`src/design/i2cdf_pkg.sv`:
```
// Shared types and constants for the I2C ID message deframer.
package i2cdf_pkg;

	// Default payload capacity of one message, in bytes
	localparam int MSG_CAPACITY_DEF = 256;

	// Framing characters
	localparam logic [7:0] CHR_NUL = 8'h00;
	localparam logic [7:0] CHR_LF  = 8'h0A;
	localparam logic [7:0] CHR_CR  = 8'h0D;
	localparam logic [7:0] CHR_SP  = 8'h20;
	localparam logic [7:0] CHR_TAB = 8'h09;
	localparam logic [7:0] CHR_FF  = 8'h0C;
	localparam logic [7:0] CHR_PLUS  = 8'h2B;
	localparam logic [7:0] CHR_MINUS = 8'h2D;
	localparam logic [7:0] CHR_ZERO  = 8'h30;
	localparam logic [7:0] CHR_NINE  = 8'h39;

	// Longest ID field before a carriage return must show up
	localparam logic [2:0] ID_MAX_CHARS = 3'd6;

	// Receiver mode
	typedef enum logic [2:0] {
		MODE_UNSYNC = 3'b001,
		MODE_CMD    = 3'b010,
		MODE_DATA   = 3'b100
	} mode_t;

	// ID parse phase (atoi style)
	typedef enum logic [2:0] {
		PH_SPACE  = 3'b001,
		PH_DIGITS = 3'b010,
		PH_DONE   = 3'b100
	} phase_t;

	// Running ID parse state
	typedef struct packed {
		phase_t      phase;
		logic        negative;
		logic [15:0] acc;
	} id_state_t;

	// One result item
	typedef struct packed {
		logic               data_valid;
		logic [7:0]         data_byte;
		logic [7:0]         byte_index;
		logic               message_done;
		logic signed [15:0] message_id;
		logic               overflow;
		logic               sync_lost;
	} res_t;

endpackage

```
`src/design/i2cdf_id_parse.sv`:
```
// One step of atoi-style decimal ID parsing, 16-bit wraparound.
module i2cdf_id_parse (
	input  i2cdf_pkg::id_state_t cur,
	input  logic [7:0]           chr,
	output i2cdf_pkg::id_state_t nxt
);

	logic is_digit;
	logic is_space;
	logic is_sign;

	assign is_digit = (chr >= i2cdf_pkg::CHR_ZERO) && (chr <= i2cdf_pkg::CHR_NINE);
	assign is_space = (chr == i2cdf_pkg::CHR_SP) ||
		((chr >= i2cdf_pkg::CHR_TAB) && (chr <= i2cdf_pkg::CHR_FF));
	assign is_sign  = (chr == i2cdf_pkg::CHR_PLUS) || (chr == i2cdf_pkg::CHR_MINUS);

	// Whitespace/sign phase, then digit accumulation (acc*10 + digit)
	always_comb begin
		nxt = cur;
		case (cur.phase)
			i2cdf_pkg::PH_SPACE: begin
				if (is_space) begin
					nxt = cur;
				end else if (is_sign) begin
					nxt.negative = (chr == i2cdf_pkg::CHR_MINUS);
					nxt.phase    = i2cdf_pkg::PH_DIGITS;
				end else if (is_digit) begin
					nxt.phase = i2cdf_pkg::PH_DIGITS;
					nxt.acc   = {cur.acc[12:0], 3'b000} + {cur.acc[14:0], 1'b0} +
						{12'd0, chr[3:0]};
				end else begin
					nxt.phase = i2cdf_pkg::PH_DONE;
				end
			end
			i2cdf_pkg::PH_DIGITS: begin
				if (is_digit) begin
					nxt.acc = {cur.acc[12:0], 3'b000} + {cur.acc[14:0], 1'b0} +
						{12'd0, chr[3:0]};
				end else begin
					nxt.phase = i2cdf_pkg::PH_DONE;
				end
			end
			default: begin
				nxt = cur;
			end
		endcase
	end

endmodule

```
`src/design/i2cdf_frame.sv`:
```
// Framing state machine: ID field, payload counting, resync and result forming.
module i2cdf_frame #(
	parameter int MSG_CAPACITY = i2cdf_pkg::MSG_CAPACITY_DEF
) (
	input  logic             clk,
	input  logic             arst_n,
	input  logic             step,
	input  logic [7:0]       chr,
	input  logic             eot,
	output logic             emit,
	output i2cdf_pkg::res_t  res
);

	localparam int CNT_W = $clog2(MSG_CAPACITY + 1);

	i2cdf_pkg::mode_t     mode_q, mode_n;
	logic                 skip_q, skip_n;
	logic [2:0]           idcnt_q, idcnt_n;
	i2cdf_pkg::id_state_t id_q, id_n, id_fed;
	logic [15:0]          held_q, held_n;
	logic [CNT_W-1:0]     cnt_q, cnt_n;
	logic                 ovf_q, ovf_n;
	logic [CNT_W+7:0]     cnt_ext;
	logic                 term;
	logic                 long_id;

	localparam i2cdf_pkg::id_state_t ID_CLEAR = '{
		phase: i2cdf_pkg::PH_SPACE, negative: 1'b0, acc: 16'd0};

	i2cdf_id_parse u_id_parse (
		.cur (id_q),
		.chr (chr),
		.nxt (id_fed)
	);

	assign cnt_ext = {8'd0, cnt_q};

	// Next state and result for the byte at hand
	always_comb begin
		mode_n  = mode_q;
		skip_n  = skip_q;
		idcnt_n = idcnt_q;
		id_n    = id_q;
		held_n  = held_q;
		cnt_n   = cnt_q;
		ovf_n   = ovf_q;
		res     = '0;
		emit    = 1'b0;
		term    = 1'b0;
		long_id = 1'b0;
		if (skip_q) begin
			// drop the rest of the transfer
			if (eot) begin
				skip_n = 1'b0;
			end
		end else begin
			case (mode_q)
				i2cdf_pkg::MODE_CMD: begin
					if (chr == i2cdf_pkg::CHR_CR) begin
						held_n = id_q.negative ? (~id_q.acc + 16'd1) : id_q.acc;
						mode_n = i2cdf_pkg::MODE_DATA;
						cnt_n  = '0;
						ovf_n  = 1'b0;
					end else if (idcnt_q >= i2cdf_pkg::ID_MAX_CHARS) begin
						// ID too long
						long_id       = 1'b1;
						mode_n        = i2cdf_pkg::MODE_UNSYNC;
						id_n          = ID_CLEAR;
						idcnt_n       = 3'd0;
						cnt_n         = '0;
						skip_n        = !eot;
						res.sync_lost = 1'b1;
						res.overflow  = ovf_q;
						emit          = 1'b1;
					end else begin
						id_n    = id_fed;
						idcnt_n = idcnt_q + 3'd1;
					end
				end
				i2cdf_pkg::MODE_DATA: begin
					if (chr == i2cdf_pkg::CHR_NUL) begin
						res.byte_index   = cnt_ext[7:0];
						res.message_done = 1'b1;
						res.message_id   = held_q;
						res.overflow     = ovf_q;
						emit             = 1'b1;
						mode_n           = i2cdf_pkg::MODE_CMD;
						id_n             = ID_CLEAR;
						idcnt_n          = 3'd0;
						cnt_n            = '0;
						ovf_n            = 1'b0;
						skip_n           = !eot;
						term             = 1'b1;
					end else if (chr == i2cdf_pkg::CHR_LF) begin
						// partial message, continues next transfer
						skip_n = !eot;
						term   = 1'b1;
					end else if (cnt_q < CNT_W'(MSG_CAPACITY)) begin
						res.data_valid = 1'b1;
						res.data_byte  = chr;
						res.byte_index = cnt_ext[7:0];
						res.overflow   = ovf_q;
						cnt_n          = cnt_q + CNT_W'(1);
						emit           = 1'b1;
					end else begin
						ovf_n = 1'b1;
					end
				end
				default: begin
					// unsynchronized: only a NUL restarts ID reception
					mode_n = i2cdf_pkg::MODE_UNSYNC;
					if (chr == i2cdf_pkg::CHR_NUL) begin
						mode_n  = i2cdf_pkg::MODE_CMD;
						id_n    = ID_CLEAR;
						idcnt_n = 3'd0;
						cnt_n   = '0;
						ovf_n   = 1'b0;
						term    = 1'b1;
					end
				end
			endcase

			// transfer ended without a terminator
			if (!long_id && eot && !term) begin
				mode_n  = i2cdf_pkg::MODE_UNSYNC;
				id_n    = ID_CLEAR;
				idcnt_n = 3'd0;
				if (mode_q != i2cdf_pkg::MODE_UNSYNC) begin
					res.sync_lost = 1'b1;
					res.overflow  = ovf_n;
					emit          = 1'b1;
				end
			end
		end
	end

	// State registers
	always_ff @(posedge clk or negedge arst_n) begin
		if (!arst_n) begin
			mode_q  <= i2cdf_pkg::MODE_CMD;
			skip_q  <= 1'b0;
			idcnt_q <= 3'd0;
			id_q    <= ID_CLEAR;
			held_q  <= 16'd0;
			cnt_q   <= '0;
			ovf_q   <= 1'b0;
		end else if (step) begin
			mode_q  <= mode_n;
			skip_q  <= skip_n;
			idcnt_q <= idcnt_n;
			id_q    <= id_n;
			held_q  <= held_n;
			cnt_q   <= cnt_n;
			ovf_q   <= ovf_n;
		end
	end

endmodule

```
`src/design/i2c_id_message_deframer_unit.sv`:
```
// I2C ID message deframer: received bytes are parsed into an ID (up to CR)
// and indexed payload bytes (up to NUL). The block takes one byte per clock
// while the input is not stalled: a byte sits in the input register, the
// framing state is updated in a single step, and any result lands in the
// output register. A byte that produces no result never waits
// for the output side; a byte that produces one waits only while the output
// register holds an untaken result, and then stalls the input until it moves.
module i2c_id_message_deframer_unit #(
	parameter int MSG_CAPACITY = i2cdf_pkg::MSG_CAPACITY_DEF
) (
	input  logic               clk,
	input  logic               arst_n,
	input  logic               in_valid,
	output logic               in_stall,
	input  logic [7:0]         rx_byte,
	input  logic               end_of_transfer,
	output logic               out_valid,
	input  logic               out_stall,
	output logic               data_valid,
	output logic [7:0]         data_byte,
	output logic [7:0]         byte_index,
	output logic               message_done,
	output logic signed [15:0] message_id,
	output logic               overflow,
	output logic               sync_lost
);

	logic            valid_s1;
	logic [7:0]      byte_s1;
	logic            eot_s1;
	logic            out_ready;
	logic            emit;
	logic            step;
	i2cdf_pkg::res_t res;
	i2cdf_pkg::res_t res_q;
	logic            out_valid_q;

	i2cdf_frame #(
		.MSG_CAPACITY (MSG_CAPACITY)
	) u_frame (
		.clk    (clk),
		.arst_n (arst_n),
		.step   (step),
		.chr    (byte_s1),
		.eot    (eot_s1),
		.emit   (emit),
		.res    (res)
	);

	// Flow control
	assign out_ready = !out_valid_q || !out_stall;
	assign step      = valid_s1 && (out_ready || !emit);
	assign in_stall  = valid_s1 && !step;

	// Input register
	always_ff @(posedge clk or negedge arst_n) begin
		if (!arst_n) begin
			valid_s1 <= 1'b0;
		end else if (!in_stall) begin
			valid_s1 <= in_valid;
		end
	end

	always_ff @(posedge clk) begin
		if (!in_stall && in_valid) begin
			byte_s1 <= rx_byte;
			eot_s1  <= end_of_transfer;
		end
	end

	// Result register
	always_ff @(posedge clk or negedge arst_n) begin
		if (!arst_n) begin
			out_valid_q <= 1'b0;
		end else if (out_ready) begin
			out_valid_q <= step && emit;
		end
	end

	always_ff @(posedge clk) begin
		if (step && emit) begin
			res_q <= res;
		end
	end

	assign out_valid    = out_valid_q;
	assign data_valid   = res_q.data_valid;
	assign data_byte    = res_q.data_byte;
	assign byte_index   = res_q.byte_index;
	assign message_done = res_q.message_done;
	assign message_id   = res_q.message_id;
	assign overflow     = res_q.overflow;
	assign sync_lost    = res_q.sync_lost;

	// Checks
	a_stall_needs_item: assert property (@(posedge clk) disable iff (!arst_n)
		in_stall |-> valid_s1 && out_valid_q && out_stall)
		else $error("input stalled without a blocked result");

	a_result_not_empty: assert property (@(posedge clk) disable iff (!arst_n)
		out_valid |-> (data_valid || message_done || sync_lost))
		else $error("result carries no event");

	a_done_exclusive: assert property (@(posedge clk) disable iff (!arst_n)
		out_valid |-> !(message_done && (data_valid || sync_lost)))
		else $error("message end mixed with data or sync loss");

	a_result_held: assert property (@(posedge clk) disable iff (!arst_n)
		out_valid && out_stall |=> out_valid && $stable(res_q))
		else $error("stalled result changed");

endmodule

```
`config.mk`:
```
export PLATFORM = sky130hd
export DESIGN_NAME = i2c_id_message_deframer_unit
export DESIGN_NICKNAME = d
export VERILOG_FILES = /design/src/design/i2cdf_pkg.sv /design/src/design/i2cdf_id_parse.sv /design/src/design/i2cdf_frame.sv /design/src/design/i2c_id_message_deframer_unit.sv
export SDC_FILE = /design/constraint.sdc
export NUM_CORES = 1
export LEC_CHECK = 0
export BUFFER_PORTS_ARGS = -buffer_cell sky130_fd_sc_hd__buf_2
export CORE_ASPECT_RATIO = 0.5
export CORE_MARGIN = 3
export CORE_UTILIZATION = 54
export DETAILED_ROUTE_END_ITERATION = 6
export GPL_TIMING_DRIVEN = 0
export PLACE_DENSITY = 0.8
export SYNTH_ARGS = -nofsm -noshare
export SYNTH_HDL_FRONTEND = slang
export SYNTH_SLANG_ARGS = --single-unit
```
`constraint.sdc`:
```
create_clock -name clk -period 3 [get_ports clk]
set_input_delay 0.75 -clock clk [delete_from_list [all_inputs] [get_ports clk]]
set_output_delay 0.75 -clock clk [all_outputs]
set_load 0.005 [all_outputs]
```
# ---- Word level (Yosys, flattened, before mapping)
# Cells that the tools add are included.
dict set report word_totals {
  ff_bits 100
  in_bits 13
  out_inout_bits 38
  word_cells 170
}
dict set report op_classes {
  addsub 5
  n_lt_le_gt_ge 6
  eq_ne 23
  mux 76
  bitwise_logic 5
  n_reduce_logical 35
}
# operator n
set op_table {}
lappend op_table {{$mux W20} 6}
lappend op_table {{$mux W9} 6}
lappend op_table {{$mux W16} 3}
lappend op_table {{$mux W3} 12}
lappend op_table {{$mux W17} 2}
lappend op_table {{$pmux W16 S2} 1}
lappend op_table {{$mux W1} 31}
lappend op_table {{$eq A8 B6 Y1 const B} 3}
lappend op_table {{$reduce_and A7 Y1} 3}
lappend op_table {{$ne A5 B3 Y1 const B} 4}
lappend op_table {{$pmux W9 S2} 1}
lappend op_table {{$add A16 B1 Y16 const B} 1}
lappend op_table {{$add A16 B16 Y16} 1}
lappend op_table {{$add A16 B4 Y16} 1}
lappend op_table {{$eq A8 B4 Y1 const B} 2}
lappend op_table {{$mux W8} 2}
lappend op_table {{$not A16 Y16} 1}
lappend op_table {{$ne A3 B1 Y1 const B} 4}
lappend op_table {{$ne A4 B2 Y1 const B} 3}
lappend op_table {{$pmux W3 S2} 2}
lappend op_table {{$reduce_and A4 Y1} 3}
lappend op_table {{$mux W2} 5}
lappend op_table {{$pmux W1 S2} 5}
lappend op_table {{$add A9 B1 Y9 const B} 1}
lappend op_table {{other kinds (25)} 47}

# ---- Longest topological paths before layout
# Gate-level depths: netlist (run 1).
dict set report logic_depth {
  word_depth 17
  mapped_depth 12
  mapped_depth_nobuf 11
}

# ---- Hierarchy
# Synthesis (run 1) repeated with hierarchy kept, for this count alone.
dict set report hier_totals {
  hier_cells 556
  area_unflattened_um2 5952.0
}
# mod instances cells_per_inst area_each_um2 seq_area_each_um2
set by_module_without_submodules {}
lappend by_module_without_submodules {i2cdf_frame 1 330 3113.0 1328.8}
lappend by_module_without_submodules {i2c_id_message_deframer_unit 1 57 1456.4 1401.3}
lappend by_module_without_submodules {i2cdf_id_parse 1 169 1382.6 0.0}

# ---- Worst setup path after synthesis (run 1)
# No wires, ideal clock.
dict set report synth_timing {
  path_type {reg2reg}
  start {reg byte_s1[4]}
  end {reg res_q, in the netlist byte_index[0], enable pin}
  setup_ps 397
  t_arrival_ps 2667
  required_time_ps 2603
  setup_slack_ps -64
  stages_incl_launch_ff 7
  path_buffers 1
  period_less_slack_ps 3064
  path_cell_list {edfxtp_1 -> or4_4 -> or2_4 -> nand3_2 -> a41o_1 -> buf_6 -> and2_1}
}
dict set report synth_via {
  elab_chain_len 13
  word_cells_on_any_way 25
  classes_between {eq/ne (2); mux (14); reduce/logical (9)}
}
# element line
set synth_rtl {}
lappend synth_rtl {{from (decl)} i2c_id_message_deframer_unit.sv:29} ;# logic [7:0] byte_s1;
lappend synth_rtl {{from (signal assigned)} i2c_id_message_deframer_unit.sv:66} ;# byte_s1 <= rx_byte;
lappend synth_rtl {{$eq A8 B4 Y1 (on tied branches)} {i2cdf_frame.sv:94, i2cdf_frame.sv:59}}
lappend synth_rtl {{$mux W1 (on tied branches)} {i2cdf_frame.sv:94, i2cdf_frame.sv:59}}
lappend synth_rtl {{$mux W1 (on tied branches)} {i2cdf_frame.sv:81, i2cdf_frame.sv:57}}
lappend synth_rtl {{$pmux W1 S2 / $mux W1 (equally long branches)} {i2cdf_frame.sv:57, i2cdf_frame.sv:51}}
lappend synth_rtl {{$mux W1 / $logic_not A1 Y1 (equally long branches)} {i2cdf_frame.sv:51, i2cdf_frame.sv:124}}
lappend synth_rtl {{$logic_not A1 Y1 / $logic_and A1 B1 Y1 (equally long branches)} i2cdf_frame.sv:124} ;# if (!long_id && eot && !term) begin
lappend synth_rtl {{$logic_and A1 B1 Y1} i2cdf_frame.sv:124}
lappend synth_rtl {{$mux W1 *} i2cdf_frame.sv:124}
lappend synth_rtl {{$mux W1 *} i2cdf_frame.sv:51} ;# if (skip_q) begin
lappend synth_rtl {{$logic_not A1 Y1} i2c_id_message_deframer_unit.sv:52} ;# assign step = valid_s1 && (out_ready || !emit);
lappend synth_rtl {{$logic_or A1 B1 Y1} i2c_id_message_deframer_unit.sv:52}
lappend synth_rtl {{$logic_and A1 B1 Y1} i2c_id_message_deframer_unit.sv:52}
lappend synth_rtl {{$logic_and A1 B1 Y1 *} i2c_id_message_deframer_unit.sv:81} ;# if (step && emit) begin
lappend synth_rtl {{to (signal assigned)} i2c_id_message_deframer_unit.sv:82} ;# res_q <= res;
lappend synth_rtl {{to (decl)} i2c_id_message_deframer_unit.sv:35} ;# i2cdf_pkg::res_t res_q;
# Mark *: on every way between the ends. The rest lies on a longest branch, timed or not. The select of a mux whose other input is x is not followed.
# A chain may end at the register's enable or synchronous reset.

# ---- Worst setup path after layout (run 1)
dict set report layout_timing {
  start {reg byte_s1[4]}
  end {out in_stall}
}
dict set report layout_via {
  elab_chain_len 14
  word_cells_on_any_way 26
  classes_between {eq/ne (2); mux (14); reduce/logical (10)}
}
# element line
set layout_rtl {}
lappend layout_rtl {{$eq A8 B4 Y1 (on tied branches)} {i2cdf_frame.sv:94, i2cdf_frame.sv:59}}
lappend layout_rtl {{$mux W1 (on tied branches)} {i2cdf_frame.sv:94, i2cdf_frame.sv:59}}
lappend layout_rtl {{$mux W1 (on tied branches)} {i2cdf_frame.sv:81, i2cdf_frame.sv:57}}
lappend layout_rtl {{$pmux W1 S2 / $mux W1 (equally long branches)} {i2cdf_frame.sv:57, i2cdf_frame.sv:51}}
lappend layout_rtl {{$mux W1 / $logic_not A1 Y1 (equally long branches)} {i2cdf_frame.sv:51, i2cdf_frame.sv:124}}
lappend layout_rtl {{$logic_not A1 Y1 / $logic_and A1 B1 Y1 (equally long branches)} i2cdf_frame.sv:124}
lappend layout_rtl {{$logic_and A1 B1 Y1} i2cdf_frame.sv:124}
lappend layout_rtl {{$mux W1 *} i2cdf_frame.sv:124}
lappend layout_rtl {{$mux W1 *} i2cdf_frame.sv:51}
lappend layout_rtl {{$logic_not A1 Y1 *} i2c_id_message_deframer_unit.sv:52}
lappend layout_rtl {{$logic_or A1 B1 Y1 *} i2c_id_message_deframer_unit.sv:52}
lappend layout_rtl {{$logic_and A1 B1 Y1 *} i2c_id_message_deframer_unit.sv:52}
lappend layout_rtl {{$logic_not A1 Y1 *} i2c_id_message_deframer_unit.sv:53} ;# assign in_stall = valid_s1 && !step;
lappend layout_rtl {{$logic_and A1 B1 Y1 *} i2c_id_message_deframer_unit.sv:53}
lappend layout_rtl {{to (decl)} i2c_id_message_deframer_unit.sv:14} ;# output logic in_stall,
# Marks and branches as above.

==> key figures, run 1 <==
Timing
  – Worst Tran Pin Value: 1260 ps
  – Total negative slack: 0 ps
  – Final worst path period need: 2940 ps
  – Highest clock rate: 340 MHz
  – Worst rel slew slack: 0.145
  – Slew Limit Fails: 0
  – Final WS setup: 59.7 ps
  – Fin. Hold Viols: 0
  – RSZ-0062 raised after global routing: true
  – Setup Skew: 7.54 ps
  – Final Setup Violations: 0
  – Final period util: 0.980

Floorplan
  – Row count: 25
  – Die area: 0.0114 mm²
  – Die H: between 70 and 80 µm
  – Core area: 0.00963 mm²
  – Die width: 148 µm
  – Initial Util: 0.567
  – I/O pins: 51

Synthesis
  – Ranking of synthesized cells by area: edfxtp_1 (25%), dfrtp_1 (24%), ha_1 (6.9%)
  – Synth area leader: edfxtp_1
  – Asr flop ratio synth: 0.550
  – Seq/Total Area, Yosys: 0.500
  – Synthesized area: 0.00546 mm²
  – Area share of the leading cell type in the synthesized netlist: 0.248
  – Post-synth top flop: dfrtp_1
  – Syn Nets: 564
  – Synth warn: 0
  – Cells after synthesis: 519
  – Mean Syn Cell Area: 10.5 µm²
  – Post-synth EDFFs: between 40 and 50
  – Post-synthesis register bit count: 100
  – Yosys cell types: 66

Placement
  – Final HPWL DP: 7.66 mm
  – Worst slack at placement: -460 ps
  – Port Buffers: 50
  – Dpl cell area: 0.00588 mm²
  – GP Congestion: 0.821

Critical path
  – Worst reg-to-reg path cell count: 8
  – Worst Path Arrival: 2190 ps
  – Startpoint types: flip-flop
  – Worst reg2reg setup slack: 160 ps
  – R2R Path Start: byte_s1[4]
  – Reg2Reg Capture Point: u_frame.id_q[5]
  – Setup crit end kind: output port
  – Critical path peak fanout: 6
  – CP required: 2250 ps
  – Crit path kind: flip-flop to output port

Power
  – Power Density: 418 mW/mm²
  – Net Sw Power: 610 µW
  – IR drop worst, VDD: around 240 µV
  – P_int: 2.05 mW
  – Pleak: slightly below 3 nW
  – Total power draw: 2.66 mW
  – Seq pwr share: 0.544
  – Power share of the clock group: 0.407
  – Combinational power share: 0.049
  – Switching Fraction: 0.229

Worst hold path
  – Hold path endpoint: u_frame.held_q[8]
  – Worst Hold Class: flip-flop to flip-flop
  – Hold Path Depth: 2
  – Hold path start: u_frame.held_q[8]

Clocking
  – Num CTS Buffers: 9
  – CTS H-Tree Depth: 3
  – Max Root-Sink Buffers: 2
  – CTS tree: yes
  – Root buffer cell: clkbuf_16
  – Worst skew pair latency: roughly 350 ps
  – Reg clk slew, reported paths: around 70 ps
  – Clock sink count: 100

Status
  – Outcome: finished, final reports clean

Global routing
  – Vias in the first global route: between 4k and 5k
  – Aggregate global routing overflow: 0
  – Largest net degree at the start of global routing: 56
  – Initial antenna violation count: 0
  – Aggregate global-route resource usage: 0.207
  – First-pass GRT wire length: about 19 mm

Route
  – Post-Route WL: 11.5 mm
  – First drt pass iteration count: 4
  – Wire per inst: 15.6 µm
  – Routed Antenna Nets: 0
  – Vias per cell: ~5.6
  – # DRC: 0
  – Initial DRC Count: roughly 280
  – Vias: between 4k and 5k

Cells and area
  – Core Util, Final: 0.662
  – Area delta synth->final: 16.8%
  – # diodes: 0
  – Final Cell Area: 0.00638 mm²
  – Layout cells sized above 1: 0.215
  – Final net count: 641

Run
  – Max_cap viols: 0
## critical path: stages, from the launching register on
cell	delay (ps)
edfxtp_1	450
or4_4	590
or2_4	280
nand3_4	120
nand3_2	90
nand4_1	140
inv_1	50
buf_2	120
## area by class of cell
cell class	instances	area (µm²)
clock inverter	7	48.8
tap	135	169
sequential	100	2730
multi-input combinational	385	2680
fill	743	3260
inverter	18	67.6
buffer	15	83.8
clock buffer	9	225
timing repair buffer	67	378
## Yosys cell counts (all sizes together), types with 6 or more instances
library cell and number:
and3 7, o31ai 14, buf 8, nand2 65
a21oi 19, nor2 21, or2 8, xor2 22
nor2b 7, and2 40, xnor2 6, o21ai 50
ha 30, clkbuf 8, inv 18, edfxtp 45
nand3 11, dfrtp 53, nand2b 12
## timing repair
action | 4_1_cts | 5_1_grt
endpoints found under the hold margin | 0 | 0
pin swaps | 6 | 12
buffers inserted | 5 | 12
hold buffers | 0 | 0
resized for setup | 9 | 19
endpoints found under the setup margin | 44 | 54
## kinds of logic after synthesis
family,synth area share
AOI/OAI and AO/OA,0.143
xor gates and xnor gates,0.0449
adders and majority gates,0.0761
buffers and inverters,0.0273
DFF,0.500
muxes,0.0112
and+or+nand+nor,0.197
## registers in the layout, indices dropped and copies added, names as in the netlist, 3 cells and up
name,cells
u_frame.mode_q,3
byte_index,8
data_byte,8
message_id,16
u_frame.id_q,20
u_frame.held_q,16
byte_s1,8
u_frame.idcnt_q,3
u_frame.cnt_q,9
## how the worst max path moves through the flow
stage / from / to / slack (ps) / cells past startpoint
after floorplan: byte_s1[3] / u_frame.id_q[14] / 20 / 11
after global placement: byte_s1[3] / u_frame.id_q[12] / -400 / 11
after detailed placement: byte_s1[3] / u_frame.id_q[14] / -460 / 11
after CTS: u_frame.mode_q[2] / in_stall / 8 / 7
after global routing: byte_s1[3] / in_stall / -40 / 8
final: byte_s1[4] / in_stall / 60 / 7
## stage by stage
stage	hold WS (ps)	cells
2_1_floorplan	441	519
3_3_place_gp	459	704
3_5_place_dp	463	704
4_1_cts	482	724
5_1_grt	515	736
6_report	485	736
## metal layers
layer,GRT usage,wire length [µm]
met1,0.263,5290
met2,0.358,5660
met3,0.0490,371
met4,0.0553,150
met5,0,0
## layout by cell type, fill, tap and decap left out, types with 18 or more instances in the layout
cell / count
o21ai_0: 45
nor2_1: 21
buf_4: 19
xor2_1: 22
dfrtp_1: 53
edfxtp_1: 45
and2_1: 38
ha_1: 30
buf_2: 54
nand2_1: 63
inv_1: 18
## power groups by stage
stage	clock network (mW)	registers [mW]	logic [mW]
6_report	1.08	1.45	0.130
5_1_grt	1.15	1.45	0.144
4_1_cts	1.09	1.45	0.118
3_5_place_dp	0	1.48	0.108
3_3_place_gp	0	1.48	0.105
2_1_floorplan	0	1.47	0.0671
Power figures use the tool's default switching activity.
==> run 2: changes to the inputs <==
Settings changed: CORE_MARGIN 3 to 10.
==> key figures, run 2 (synthesized netlist as in run 1, its figures left out) <==
Status
  – Outcome: finished, final reports clean

Cells and area
  – Final Non-Filler Cells: between 700 and 800
  – Fill count: 744
  – Top reg by flops: u_frame.id_q
  – # diodes: 0
  – Footprint of the multi-input gates: 0.00267 mm²
  – Max reg flops: 20
  – Commonest non-fill, non-tap cells in the layout: nand2_1 (63), buf_2 (53), dfrtp_1 (52)
  – Commonest non-fill, non-tap cell in the layout: nand2_1
  – Final net count: 636
  – Area delta synth->final: 17.2%
  – Sequential cell area: 0.00273 mm²
  – Layout cells sized above 1: 0.208

Critical path
  – Slowest cell on the critical path: or4_4
  – Setup crit end kind: output port
  – CP required: around 2300 ps
  – Largest stage delay on the critical path: 550 ps
  – Startpoint types: flip-flop
  – Worst Path Arrival: 2200 ps
  – Crit path kind: flip-flop to output port
  – Critical path peak fanout: 6
  – Critical path cell sequence: or4_4 -> or2_4 -> nand3_4 -> nand3_1 -> nand4_1 -> inv_1 -> buf_2

Power
  – Pleak: 2.97 nW
  – Power Density: 439 mW/mm²
  – IR drop worst, VDD: 307 µV

Clocking
  – CTS Hold Bufs: 0
  – Worst skew pair latency: 340 ps
  – Reg clk slew, reported paths: ~70 ps
  – Num CTS Buffers: 9
  – Root buffer cell: clkbuf_16
  – CTS H-Tree Depth: 3
  – CTS tree: yes
  – Clock sink count: 100
  – Max Root-Sink Buffers: 2

Placement
  – Port Buffers: 50
  – Cells after DPL: 704
  – Final HPWL DP: 7.99 mm
  – GP Congestion: just over 0.8

Global routing
  – Aggregate global-route resource usage: 0.155
  – Vias in the first global route: about 4.0k
  – Aggregate global routing overflow: 0
  – Initial antenna violation count: 0
  – Largest net degree at the start of global routing: 56
  – First-pass GRT wire length: 19.3 mm

Route
  – Vias per cell: 5.53
  – First drt pass iteration count: 4
  – Vias: 4043
  – Post-Route WL: 11.3 mm
  – # DRC: 0
  – Initial DRC Count: approximately 180
  – Wire per inst: 15.5 µm
  – Routed Antenna Nets: 0

Floorplan
  – Row count: 25
  – I/O pins: 51
  – Die width: 162 µm
  – Die area: 0.0148 mm²
  – Initial Util: 0.567
  – Core area: 0.00963 mm²
  – Die H: 91.1 µm

Timing
  – Highest clock rate: 339 MHz
  – Slew Limit Fails: 0
  – RSZ-0062 raised after global routing: true
  – Worst rel slew slack: 0.130
  – Worst Tran Pin Value: around 1300 ps
  – Final Setup Violations: 0
  – Fin. Hold Viols: 0
  – Setup Skew: 6.13 ps
  – Final period util: 0.984
  – Hold slack: 449 ps
  – Final worst path period need: between 2000 and 3000 ps

Run
  – Max_cap viols: 0

Worst hold path
  – Worst Hold Class: input pin to asynchronous set/reset pin
## run 2: area by class of cell
class,instances,share of cell area
Inverter,18,0.0106
Timing Repair Buffer,62,0.0542
Sequential cell,100,0.427
Multi-Input combinational cell,385,0.417
Buffer,15,0.0137
Tap cell,135,0.0264
Clock inverter,5,0.00997
Clock buffer,11,0.0413
## run 2: critical path: cells and delay by family (launching register included)
family                 cells  cell delay (ps)
buffers and inverters      2              170
DFF                        1              480
and+or+nand+nor            5             1200
## run 2: routing by layer
metal  track usage  up-vias  routed length [µm]
met4        0.0542        0                 184
met3        0.0365       15                 499
met2         0.264       79                5480
met1         0.188     1942                5150
li1              -     2007                   -
met5             0        -                   0
## run 2: stage by stage
step / area, µm² / TNS, ps / setup WS [ps] / total power, mW / util
floorplan: 5460 / 0 / 18.6 / 1.54 / -
global placement: 5880 / -2550 / -393 / 1.58 / 0.610
detailed placement: 5880 / -4000 / -443 / 1.58 / 0.610
CTS: 6280 / 0 / 7.16 / 2.81 / 0.652
global route: 6400 / -83.2 / -46.7 / 2.90 / 0.664
finish: 6400 / 0 / 46.8 / 2.81 / 0.664
## run 2: where the power goes
part           leakage (nW)  switching [mW]  total [mW]  internal [mW]
clock                 0.158           0.508        1.24          0.727
sequential             1.26          0.0122        1.45           1.44
combinational          1.55          0.0763       0.125         0.0490
## run 2: what timing repair did
item	4_1_cts	5_1_grt
pin swaps	4	12
buffers inserted	5	7
resized for setup	8	21
setup endpoints to repair	44	53
## run 2: path summary, 6_finish.rpt
path / startpoint / to / slack, ps / depth (start not counted)
min: arst_n / u_frame.cnt_q[8] / 450 / 1
min in group clk: u_frame.held_q[0] / u_frame.held_q[0] / 470 / 2
min reg2reg: u_frame.held_q[0] / u_frame.held_q[0] / 470 / 2
max in group asynchronous: arst_n / u_frame.id_q[2] / 2040 / 1
max reg2reg: byte_s1[3] / u_frame.id_q[11] / 160 / 12
max: byte_s1[4] / in_stall / 50 / 7
==> run 3: changes to the inputs <==
==> constraint.sdc (replaced) <==
create_clock -name clk -period 3 [get_ports clk]
set_input_delay 0.45 -clock clk [delete_from_list [all_inputs] [get_ports clk]]
set_output_delay 0.45 -clock clk [all_outputs]
set_load 0.005 [all_outputs]
==> key figures, run 3 (synthesized netlist as in run 1, its figures left out) <==
Global routing
  – Aggregate global routing overflow: 0
  – Aggregate global-route resource usage: 0.154
  – Largest net degree at the start of global routing: 56
  – Initial antenna violation count: 0
  – Vias in the first global route: between 3k and 4k
  – First-pass GRT wire length: 19.2 mm

Floorplan
  – Die H: ~91 µm
  – Core area: 0.00963 mm²
  – Initial Util: 0.567
  – Die area: 0.0148 mm²
  – Row count: 25
  – I/O pins: 51
  – Die width: 162 µm

Clocking
  – Max Root-Sink Buffers: 2
  – Num CTS Buffers: 9
  – Reg clk slew, reported paths: 70 ps
  – Worst skew pair latency: roughly 340 ps
  – Root buffer cell: clkbuf_16
  – CTS Hold Bufs: 0
  – Clock sink count: 100
  – CTS H-Tree Depth: 3
  – CTS tree: yes

Cells and area
  – Top reg by flops: u_frame.id_q
  – # diodes: 0
  – Final Cell Area: 0.00629 mm²
  – Commonest non-fill, non-tap cell in the layout: nand2_1
  – Max reg flops: 20
  – Commonest non-fill, non-tap cells in the layout: nand2_1 (63), buf_2 (54), dfrtp_1 (52)
  – Footprint of the multi-input gates: 0.00263 mm²
  – Sequential cell area: about 0.0027 mm²
  – Fill count: about 760
  – Layout cells sized above 1: 0.185
  – Area delta synth->final: 15.2%
  – Final net count: 628

Placement
  – Dpl cell area: 0.00588 mm²
  – GP Congestion: 0.808
  – Worst slack at placement: -443 ps
  – Final HPWL DP: 7.99 mm
  – Port Buffers: 50

Critical path
  – Critical path cell sequence: buf_6 -> inv_1 -> fa_2 -> inv_1 -> ha_1 -> a211o_1 -> o211ai_1 -> a21oi_2 -> a41oi_2 -> nor2b_2 -> xor2_1 -> o31ai_1
  – Setup crit end kind: flip-flop
  – Crit path kind: flip-flop to flip-flop
  – Crit path top cell by count: inv_1
  – Startpoint types: flip-flop
  – Slowest cell on the critical path: fa_2
  – Largest stage delay on the critical path: 560 ps
  – R2R Path Start: byte_s1[3]
  – CP required: around 3200 ps
  – Crit path from: byte_s1[3]
  – Worst Path Arrival: 3050 ps
  – Critical path peak fanout: 10

Run
  – Max_cap viols: 0

Timing
  – Slew Limit Fails: 0
  – Setup Skew: between 5 and 6 ps
  – Fin. Hold Viols: 0
  – Final Setup Violations: 0
  – Worst rel slew slack: 0.202
  – Worst Tran Pin Value: about 1200 ps
  – Final worst path period need: 2840 ps
  – Final WS setup: 160 ps
  – Final period util: 0.947
  – Total negative slack: 0 ps
  – Highest clock rate: 352 MHz

Power
  – IR drop worst, VDD: between 300 and 400 µV
  – Pleak: 2.92 nW
  – Total power draw: approximately 2.8 mW
  – Power Density: 445 mW/mm²

Worst hold path
  – Worst Hold Class: input pin to asynchronous set/reset pin

Route
  – First drt pass iteration count: 4
  – Post-Route WL: ~11 mm
  – Vias per cell: 5.54
  – Initial DRC Count: 200
  – Routed Antenna Nets: 0
  – Vias: roughly 4.0k
  – # DRC: 0
  – Wire per inst: 15.4 µm

Status
  – Outcome: finished, final reports clean
-- run 3: area by class of cell --
| type | instances | share of cell area |
|---|---|---|
| clock inverter | 5 | 0.0101 |
| timing repair buffer | 53 | 0.0438 |
| sequential | 100 | 0.434 |
| clock buffer | 11 | 0.0420 |
| buffer | 16 | 0.0141 |
| multi-input combinational | 385 | 0.418 |
| tap | 135 | 0.0269 |
| inverter | 18 | 0.0107 |
-- run 3: critical path: cells and delay by family (launching register included) --
family          cells  cell delay, ps
compound gates      5             830
xor+xnor            1             170
fa+ha+maj           2             880
buf+inv             3             260
flops               1             370
simple gates        1             190
-- run 3: per-stage QoR --
step           hold slack [ps]   util  cells
2_1_floorplan              154      -    519
3_3_place_gp               458  0.610    704
3_5_place_dp               463  0.610    704
4_1_cts                    268  0.647    721
5_1_grt                    207  0.653    723
6_report                   148  0.653    723
-- run 3: worst paths after layout --
check / end / slack (ps) / cells after the start
worst max-delay path: u_frame.id_q[11] / 160 / 12
worst min-delay path: u_frame.cnt_q[4] / 150 / 1
worst max register to register: u_frame.id_q[11] / 160 / 12
worst min register to register: u_frame.held_q[0] / 470 / 2
max in group asynchronous: u_frame.id_q[2] / 2340 / 1
min in group clk: byte_s1[3] / 280 / 1
-- run 3: layer usage --
metal	part of all wire	up-vias	wire length [µm]	GRT usage
met5	0	-	0	0
met4	0.016	0	184	0.0542
met3	0.040	16	449	0.0365
met2	0.48	64	5390	0.262
met1	0.46	1928	5140	0.188
li1	-	1994	-	-
-- run 3: what timing repair did --
| action | in CTS | in global routing |
|---|---|---|
| setup endpoints to repair | 43 | 15 |
| pin swaps | 2 | 5 |
| cloned | 0 | 0 |
| resized for setup | 7 | 10 |
| buffers inserted | 1 | 2 |
-- run 3: where the power goes --
group	leakage, nW	switching [mW]	internal [mW]
Sequential	1.26	0.0116	1.44
Combinational	1.50	0.0726	0.0400
Clock	0.158	0.508	0.727
Total	2.92	0.592	2.20
